`config.mk`:
```
export PLATFORM = sky130hd
export DESIGN_NAME = integer_to_decimal_ascii_core
export DESIGN_NICKNAME = d
export VERILOG_FILES = /design/src/design/itoa_pkg.sv /design/src/design/integer_to_decimal_ascii_core.sv /design/src/design/itoa_front.sv /design/src/design/itoa_queue.sv /design/src/design/itoa_back.sv
export SDC_FILE = /design/constraint.sdc
export NUM_CORES = 1
export LEC_CHECK = 0
export CAP_MARGIN = 20
export CORE_ASPECT_RATIO = 1.1
export CORE_UTILIZATION = 60
export DETAILED_ROUTE_END_ITERATION = 7
export DONT_BUFFER_PORTS = 1
export PLACE_DENSITY = 0.87
export SYNTH_ARGS = -nofsm -noshare
export SYNTH_HDL_FRONTEND = slang
export SYNTH_SLANG_ARGS = --single-unit
```
`constraint.sdc`:
```
create_clock -name clk -period 13.31 [get_ports clk]
set_input_delay 0.6655 -clock clk [delete_from_list [all_inputs] [get_ports clk]]
set_output_delay 0.6655 -clock clk [all_outputs]
set_load 0.02 [all_outputs]
```
`src/design/itoa_pkg.sv`:
```
`default_nettype none

package itoa_pkg;

    localparam int VALUE_WIDTH = 64;
    localparam int VALUE_FIELD_W = 64;
    localparam int ROOM_W = 8;
    localparam int CHAR_W = 8;
    localparam int LEN_W = 5;

    localparam int IN_DATA_W = 72;
    localparam int OUT_DATA_W = 16;
    localparam int OUT_PAD_W = OUT_DATA_W - CHAR_W - LEN_W;

    localparam int NUM_DIGITS = (VALUE_WIDTH * 30103) / 100000 + 1;
    localparam int DIGIT_BITS = NUM_DIGITS * 4;
    localparam int IDX_W = $clog2(NUM_DIGITS);
    localparam int CNT_W = $clog2(VALUE_WIDTH);

    localparam int QUEUE_DEPTH = 2;
    localparam int QPTR_W = $clog2(QUEUE_DEPTH);
    localparam int QCNT_W = $clog2(QUEUE_DEPTH + 1);

    localparam logic [CHAR_W-1:0] CHAR_NUL = 8'h00;
    localparam logic [CHAR_W-1:0] CHAR_ZERO = 8'h30;
    localparam logic [CHAR_W-1:0] CHAR_SPACE = 8'h20;
    localparam logic [CHAR_W-1:0] CHAR_MINUS = 8'h2D;

    typedef enum logic [1:0] {
        ST_OK = 2'd0,
        ST_NO_ROOM = 2'd1,
        ST_TOO_SMALL = 2'd2
    } status_t;

    typedef enum logic [2:0] {
        S_IDLE,
        S_CONVERT,
        S_SCAN,
        S_EMIT_SIGN,
        S_EMIT_DIGIT,
        S_EMIT_END
    } back_state_t;

    typedef struct packed {
        logic [VALUE_WIDTH-1:0] mag;
        logic sgn;
        logic neg;
        logic [ROOM_W-1:0] room;
    } job_t;

endpackage

`default_nettype wire

```
`src/design/integer_to_decimal_ascii_core.sv`:
```
// Channel   Fields in tdata (low bit up)        tuser        tlast
// s_axis    value[63:0], buffer_length[71:64]   is_signed    -
// m_axis    character[7:0], length[12:8]        status[1:0]  last
//
// One item is loaded, then takes VALUE_WIDTH steps of shift-and-add-3
// conversion (one bit per cycle) and a leading-zero scan; then the sign if
// signed, each digit and the terminator go out as one beat each (only the
// terminator, with an error status, if the buffer is too small or empty).
// Reset clears the state machine, the queue pointers and the output valid.
// A two-entry queue holds items accepted while the converter is busy; the
// output register is refilled in the cycle its item is taken.
`default_nettype none

module integer_to_decimal_ascii_core
    import itoa_pkg::*;
(
    input  wire logic                  clk,
    input  wire logic                  rst_n,
    input  wire logic                  s_axis_tvalid,
    output logic                       s_axis_tready,
    input  wire logic [IN_DATA_W-1:0]  s_axis_tdata,   // value[63:0], buffer_length[71:64]
    input  wire logic                  s_axis_tuser,   // is_signed
    output logic                       m_axis_tvalid,
    input  wire logic                  m_axis_tready,
    output logic [OUT_DATA_W-1:0]      m_axis_tdata,   // character[7:0], length[12:8], zero pad
    output logic                       m_axis_tlast,   // last
    output logic [1:0]                 m_axis_tuser    // status
);

    logic push_valid;
    logic push_ready;
    job_t push_job;
    logic pop_valid;
    logic pop_ready;
    job_t pop_job;

    itoa_front u_front (
        .s_axis_tvalid (s_axis_tvalid),
        .s_axis_tready (s_axis_tready),
        .s_axis_tdata  (s_axis_tdata),
        .s_axis_tuser  (s_axis_tuser),
        .push_valid    (push_valid),
        .push_ready    (push_ready),
        .push_job      (push_job)
    );

    itoa_queue u_queue (
        .clk        (clk),
        .rst_n      (rst_n),
        .push_valid (push_valid),
        .push_ready (push_ready),
        .push_job   (push_job),
        .pop_valid  (pop_valid),
        .pop_ready  (pop_ready),
        .pop_job    (pop_job)
    );

    itoa_back u_back (
        .clk           (clk),
        .rst_n         (rst_n),
        .job_valid     (pop_valid),
        .job_ready     (pop_ready),
        .job           (pop_job),
        .m_axis_tvalid (m_axis_tvalid),
        .m_axis_tready (m_axis_tready),
        .m_axis_tdata  (m_axis_tdata),
        .m_axis_tlast  (m_axis_tlast),
        .m_axis_tuser  (m_axis_tuser)
    );

endmodule

`default_nettype wire

```
`src/design/itoa_front.sv`:
```
`default_nettype none

module itoa_front
    import itoa_pkg::*;
(
    input  wire logic                 s_axis_tvalid,
    output logic                      s_axis_tready,
    input  wire logic [IN_DATA_W-1:0] s_axis_tdata,  // value[63:0], buffer_length[71:64]
    input  wire logic                 s_axis_tuser,  // is_signed
    output logic                      push_valid,
    input  wire logic                 push_ready,
    output job_t                      push_job
);

    logic [VALUE_WIDTH-1:0] value_bits;
    logic                   neg;

    always_comb
    begin
        value_bits = s_axis_tdata[VALUE_WIDTH-1:0];
        neg = s_axis_tuser & value_bits[VALUE_WIDTH-1];
        push_job.sgn = s_axis_tuser;
        push_job.neg = neg;
        push_job.room = s_axis_tdata[VALUE_FIELD_W +: ROOM_W];
        push_job.mag = neg ? (~value_bits + VALUE_WIDTH'(1)) : value_bits;
    end

    assign push_valid = s_axis_tvalid;
    assign s_axis_tready = push_ready;

endmodule

`default_nettype wire

```
`src/design/itoa_queue.sv`:
```
`default_nettype none

module itoa_queue
    import itoa_pkg::*;
(
    input  wire logic clk,
    input  wire logic rst_n,
    input  wire logic push_valid,
    output logic      push_ready,
    input  wire job_t push_job,
    output logic      pop_valid,
    input  wire logic pop_ready,
    output job_t      pop_job
);

    job_t              entry_reg [QUEUE_DEPTH];
    logic [QPTR_W-1:0] wr_ptr_reg;
    logic [QPTR_W-1:0] wr_ptr_next;
    logic [QPTR_W-1:0] rd_ptr_reg;
    logic [QPTR_W-1:0] rd_ptr_next;
    logic [QCNT_W-1:0] count_reg;
    logic [QCNT_W-1:0] count_next;
    logic              do_push;
    logic              do_pop;

    always_comb
    begin
        push_ready = (count_reg != QCNT_W'(QUEUE_DEPTH));
        pop_valid = (count_reg != '0);
        pop_job = entry_reg[rd_ptr_reg];
        do_push = push_valid & push_ready;
        do_pop = pop_valid & pop_ready;
        wr_ptr_next = do_push ? wr_ptr_reg + QPTR_W'(1) : wr_ptr_reg;
        rd_ptr_next = do_pop ? rd_ptr_reg + QPTR_W'(1) : rd_ptr_reg;
        count_next = count_reg;
        if (do_push && !do_pop)
        begin
            count_next = count_reg + QCNT_W'(1);
        end
        else if (!do_push && do_pop)
        begin
            count_next = count_reg - QCNT_W'(1);
        end
    end

    always_ff @(posedge clk or negedge rst_n)
    begin
        if (!rst_n)
        begin
            wr_ptr_reg <= '0;
            rd_ptr_reg <= '0;
            count_reg <= '0;
        end
        else
        begin
            wr_ptr_reg <= wr_ptr_next;
            rd_ptr_reg <= rd_ptr_next;
            count_reg <= count_next;
        end
    end

    always_ff @(posedge clk)
    begin
        if (do_push)
        begin
            entry_reg[wr_ptr_reg] <= push_job;
        end
    end

endmodule

`default_nettype wire

```
`src/design/itoa_back.sv`:
```
`default_nettype none

module itoa_back
    import itoa_pkg::*;
(
    input  wire logic                  clk,
    input  wire logic                  rst_n,
    input  wire logic                  job_valid,
    output logic                       job_ready,
    input  wire job_t                  job,
    output logic                       m_axis_tvalid,
    input  wire logic                  m_axis_tready,
    output logic [OUT_DATA_W-1:0]      m_axis_tdata,  // character[7:0], length[12:8], zero pad
    output logic                       m_axis_tlast,
    output logic [1:0]                 m_axis_tuser   // status
);

    back_state_t            state_reg;
    back_state_t            state_next;
    logic [VALUE_WIDTH-1:0] mag_reg;
    logic [VALUE_WIDTH-1:0] mag_next;
    logic [DIGIT_BITS-1:0]  bcd_reg;
    logic [DIGIT_BITS-1:0]  bcd_next;
    logic [CNT_W-1:0]       bit_cnt_reg;
    logic [CNT_W-1:0]       bit_cnt_next;
    logic [IDX_W-1:0]       idx_reg;
    logic [IDX_W-1:0]       idx_next;
    logic                   sgn_reg;
    logic                   sgn_next;
    logic                   neg_reg;
    logic                   neg_next;
    logic [ROOM_W-1:0]      room_reg;
    logic [ROOM_W-1:0]      room_next;
    status_t                status_reg;
    status_t                status_next;
    logic [LEN_W-1:0]       len_reg;
    logic [LEN_W-1:0]       len_next;
    logic                   out_valid_reg;
    logic                   out_valid_next;
    logic [CHAR_W-1:0]      out_char_reg;
    logic [CHAR_W-1:0]      out_char_next;
    logic                   out_last_reg;
    logic                   out_last_next;
    status_t                out_status_reg;
    status_t                out_status_next;
    logic [LEN_W-1:0]       out_len_reg;
    logic [LEN_W-1:0]       out_len_next;

    logic [DIGIT_BITS-1:0]  adj;
    logic [3:0]             nib;
    logic [3:0]             cur_digit;
    logic                   out_free;
    logic [LEN_W-1:0]       text_len;
    logic [ROOM_W-1:0]      need_room;

    always_comb
    begin
        nib = '0;
        for (int d = 0; d < NUM_DIGITS; d++)
        begin
            nib = bcd_reg[d*4 +: 4];
            adj[d*4 +: 4] = (nib >= 4'd5) ? nib + 4'd3 : nib;
        end
    end

    always_comb
    begin
        cur_digit = bcd_reg[{idx_reg, 2'b00} +: 4];
        out_free = !out_valid_reg || m_axis_tready;
        text_len = LEN_W'(idx_reg) + LEN_W'(1) + LEN_W'(sgn_reg);
        need_room = ROOM_W'(text_len) + ROOM_W'(1);

        state_next = state_reg;
        mag_next = mag_reg;
        bcd_next = bcd_reg;
        bit_cnt_next = bit_cnt_reg;
        idx_next = idx_reg;
        sgn_next = sgn_reg;
        neg_next = neg_reg;
        room_next = room_reg;
        status_next = status_reg;
        len_next = len_reg;
        out_valid_next = out_valid_reg && !m_axis_tready;
        out_char_next = out_char_reg;
        out_last_next = out_last_reg;
        out_status_next = out_status_reg;
        out_len_next = out_len_reg;
        job_ready = 1'b0;

        case (state_reg)
            S_IDLE:
            begin
                job_ready = 1'b1;
                if (job_valid)
                begin
                    mag_next = job.mag;
                    sgn_next = job.sgn;
                    neg_next = job.neg;
                    room_next = job.room;
                    bcd_next = '0;
                    bit_cnt_next = CNT_W'(VALUE_WIDTH - 1);
                    state_next = S_CONVERT;
                end
            end
            S_CONVERT:
            begin
                bcd_next = {adj[DIGIT_BITS-2:0], mag_reg[VALUE_WIDTH-1]};
                mag_next = {mag_reg[VALUE_WIDTH-2:0], 1'b0};
                bit_cnt_next = bit_cnt_reg - CNT_W'(1);
                if (bit_cnt_reg == '0)
                begin
                    idx_next = IDX_W'(NUM_DIGITS - 1);
                    state_next = S_SCAN;
                end
            end
            S_SCAN:
            begin
                if (cur_digit == 4'd0 && idx_reg != '0)
                begin
                    idx_next = idx_reg - IDX_W'(1);
                end
                else if (room_reg == '0)
                begin
                    status_next = ST_NO_ROOM;
                    len_next = '0;
                    state_next = S_EMIT_END;
                end
                else if (room_reg < need_room)
                begin
                    status_next = ST_TOO_SMALL;
                    len_next = '0;
                    state_next = S_EMIT_END;
                end
                else
                begin
                    status_next = ST_OK;
                    len_next = text_len;
                    state_next = sgn_reg ? S_EMIT_SIGN : S_EMIT_DIGIT;
                end
            end
            S_EMIT_SIGN:
            begin
                if (out_free)
                begin
                    out_valid_next = 1'b1;
                    out_char_next = neg_reg ? CHAR_MINUS : CHAR_SPACE;
                    out_last_next = 1'b0;
                    out_status_next = ST_OK;
                    out_len_next = '0;
                    state_next = S_EMIT_DIGIT;
                end
            end
            S_EMIT_DIGIT:
            begin
                if (out_free)
                begin
                    out_valid_next = 1'b1;
                    out_char_next = CHAR_ZERO + CHAR_W'(cur_digit);
                    out_last_next = 1'b0;
                    out_status_next = ST_OK;
                    out_len_next = '0;
                    if (idx_reg == '0)
                    begin
                        state_next = S_EMIT_END;
                    end
                    else
                    begin
                        idx_next = idx_reg - IDX_W'(1);
                    end
                end
            end
            S_EMIT_END:
            begin
                if (out_free)
                begin
                    out_valid_next = 1'b1;
                    out_char_next = CHAR_NUL;
                    out_last_next = 1'b1;
                    out_status_next = status_reg;
                    out_len_next = len_reg;
                    state_next = S_IDLE;
                end
            end
            default:
            begin
                state_next = S_IDLE;
            end
        endcase
    end

    always_ff @(posedge clk or negedge rst_n)
    begin
        if (!rst_n)
        begin
            state_reg <= S_IDLE;
            out_valid_reg <= 1'b0;
        end
        else
        begin
            state_reg <= state_next;
            out_valid_reg <= out_valid_next;
        end
    end

    always_ff @(posedge clk)
    begin
        mag_reg <= mag_next;
        bcd_reg <= bcd_next;
        bit_cnt_reg <= bit_cnt_next;
        idx_reg <= idx_next;
        sgn_reg <= sgn_next;
        neg_reg <= neg_next;
        room_reg <= room_next;
        status_reg <= status_next;
        len_reg <= len_next;
        out_char_reg <= out_char_next;
        out_last_reg <= out_last_next;
        out_status_reg <= out_status_next;
        out_len_reg <= out_len_next;
    end

    assign m_axis_tvalid = out_valid_reg;
    assign m_axis_tdata = {OUT_PAD_W'(0), out_len_reg, out_char_reg};
    assign m_axis_tlast = out_last_reg;
    assign m_axis_tuser = out_status_reg;

endmodule

`default_nettype wire

```
==> flow_summary.toml <==
[sta]
maxSlewHeadroom_pct = 28.6
fin_crit_ps = 3580
rsz0062_at_grt = "no"
clock_skew_ps = 21.5
worst_slew_pin_slew_ps = 1070
setup_viol = 0
slew_violations = 0
finalCritPeriodShare_pct = 26.9
hold_violations = 0
tns_ps = 0
fmax_ghz = 0.279

[worst_setup_path]
worst-path-max-fanout = 17
critical-path-top-delay-family = "adder cells"
cpPeakStageDelay_ps = 850
critical_path_arrival_ps = 3980
rr_worst_depth = 11
rr_endpoint = "u_back.state_reg[2]$_DFFE_PN0P_"
crit_path_start_kind = "register"
crit_start = "u_back.idx_reg[1]$_SDFFCE_PN1P_"
r2r-start = "u_back.idx_reg[1]$_SDFFCE_PN1P_"
worstSetupPathType = "reg -> reg"
cp.depth = 11
crit_chain = "ha_1 > ha_1 > o211ai_1 > o21ai_0 > xnor2_1 > ha_1 > a21oi_1 > o21ai_0 > a41oi_1 > or4_1 > a31o_1"
slowest_stage = "edfxtp_1"
worst-path-buf-inv = 0
worst_setup_path_endpoint = "u_back.state_reg[2]$_DFFE_PN0P_"
cpMostUsedCell = "ha_1"
crit_required_ps = 13710
reg2reg_slack_ps = 9730
crit_path_end_kind = "register"

[synthesis]
ys_ff_latch = 342
synth_warnings = 0
synth_top_family_by_area = "simple AND/OR/NAND/NOR gates"
yosysUniqueCellTypes = 60
yosysTopAreaCell = "edfxtp_1"
synth_compound_area_share_pct = 7.61
synth_top_area_share_pct = 59.6
synth_simple_gate_area_share_pct = 11.8
ys_top_cells_by_count = "edfxtp_1 (334), nand2_1 (147), nor2_1 (126)"
synth_area_sq_um = 16800
synth_fa_ha_area_share_pct = 3.86
ys_top_cells_by_area = "edfxtp_1 (60%), mux2i_1 (4.6%), ha_1 (3.9%)"
synthXorXnorAreaFrac_pct = 5.98
synth.area.mux_share_pct = 7.12
synth_area_per_cell_sq_um = 12.2
ys_seq_area_share_pct = 60.8
syn_inst = 1379
yosysMostFrequentCell = "edfxtp_1"
synth_edf_count = 334
synthArstFlopShare_pct = 2.34
synth_ff_type = "edfxtp_1"

[power]
p_leak_uw = 0.00670
ir_drop_mv = 0.169
powerDensity_nw_per_um2 = 252

[global_route]
antenna_found_initial = 0
grt.overflow.total = 0
grt_pass1_vias = 10600
grt_max_degree = 128
grt_pass1_wl_um = 51400
grt_usage_pct = 22.6

[cts]
post_cts_resized = 0
numCtsBuffers = 35
clk_latency_ps = 520
cts_tree = "done"
clock_sinks = 342
clock-root-buffer = "clkbuf_16"
htree_levels = 2
path_clk_slew_ps = 60
clockBufferDepth = 3
post_cts_buffers = 0
hold_buffers = 1

[min_path]
hp-class = "in -> reg"

[route]
wire_per_inst_um = 18.2
avgViaCountPerCell = 5.98
vias = 10500
drt-total-wl_um = 32000
drt_iter0_drc = 981
drt-pass1-iter-count = 5
drc = 0
antenna_left = 0

[finish]
nNetsFinal = 1506
finalNonFillerCells = 1761
largest_reg_flops = 148
area_delta_synth_final_pct = 9.50
drive_gt1_share_pct = 7.83
antenna_cells = 0
utilization_pct = 67.6

[floorplan]
core_area_sq_um = 27300
dieWidth_um = 162
rows = 63
io-pin-count = 98
start_util_pct = 61.7
dieArea_sq_um = 28700
die_y_um = 178

[placed_design]
dp_hpwl_um = 20700
dp_cells = 1692
io_buffers = 0
gp_congestion = 0.840

[run]
maxCapViolCount = 0

[status]
outcome = "completed"
==> through the flow <==
stage	setup slack, ps	cell area [sq um]	total power, uW	hold slack [ps]
3_5_place_dp	9750	17200	3650	370
4_1_cts	9730	18300	4630	234
6_report	9730	18400	4650	245
3_3_place_gp	9840	17100	3530	370
2_1_floorplan	8300	16900	3290	370
5_1_grt	9620	18400	4930	227
==> how the worst min path moves through the flow <==
stage                                 from                           endpoint  slack [ps]  depth (start not counted)
after floorplan                      rst_n     u_back.m_axis_tvalid$_DFF_PN0_         370                          0
final                     s_axis_tdata[69]  u_queue.entry_reg[1][5]$_DFFE_PP_         250                          0
after detailed placement             rst_n   u_queue.count_reg[1]$_DFFE_PN0P_         370                          0
after CTS                 s_axis_tdata[71]  u_queue.entry_reg[1][7]$_DFFE_PP_         230                          0
after global routing      s_axis_tdata[71]  u_queue.entry_reg[1][7]$_DFFE_PP_         230                          0
after global placement               rst_n   u_queue.count_reg[1]$_DFFE_PN0P_         370                          0
==> per-layer routing <==
metal  GRT usage, %  part of all wire (%)  vias up  routed length [um]
met5              0                     0        -                   0
met2           40.1                    51      360               16400
met4           7.74                   2.6        0                 829
met3           3.55                   6.0       62                1910
met1           28.1                    40     5124               12800
li1               -                     -     4978                   -
==> placed cells by master (no fill, tap or decap), drive strengths merged, types with 50 or more instances in the layout <==
cell	n
xor2	54
o21ai	97
edfxtp	334
nor2	126
a21oi	91
mux2i	77
xnor2	61
clkbuf	50
ha	52
nand2	147
inv	65
==> cell type report <==
class | instances | area, sq um
fillers | 1909 | 8840
clock buffers | 50 | 995
repair buffers | 13 | 200
well taps | 357 | 447
clock inverters | 14 | 154
multi-input cells | 921 | 6170
flip-flops and latches | 342 | 10200
inverters | 64 | 240
==> kinds of logic after synthesis <==
family | Yosys count
AND/OR/NAND/NOR | 417
flip-flops | 342
AO/OA/AOI/OAI | 229
buffers and inverters | 120
XOR/XNOR | 115
multiplexers | 103
adder cells (fa/ha/maj) | 52
other | 1
==> worst register-to-register path: cells and delay by family (launching register included) <==
kind | cells | cell delay [ps]
fa+ha+maj | 3 | 1010
simple gates | 1 | 440
flops | 1 | 850
compound gates | 6 | 980
xor+xnor | 1 | 190
==> report_power, final <==
part / switching [uW] / internal (uW)
logic: 976 / 591
registers: 288 / 1820
clock network: 392 / 582
Power figures use the tool's default switching activity.
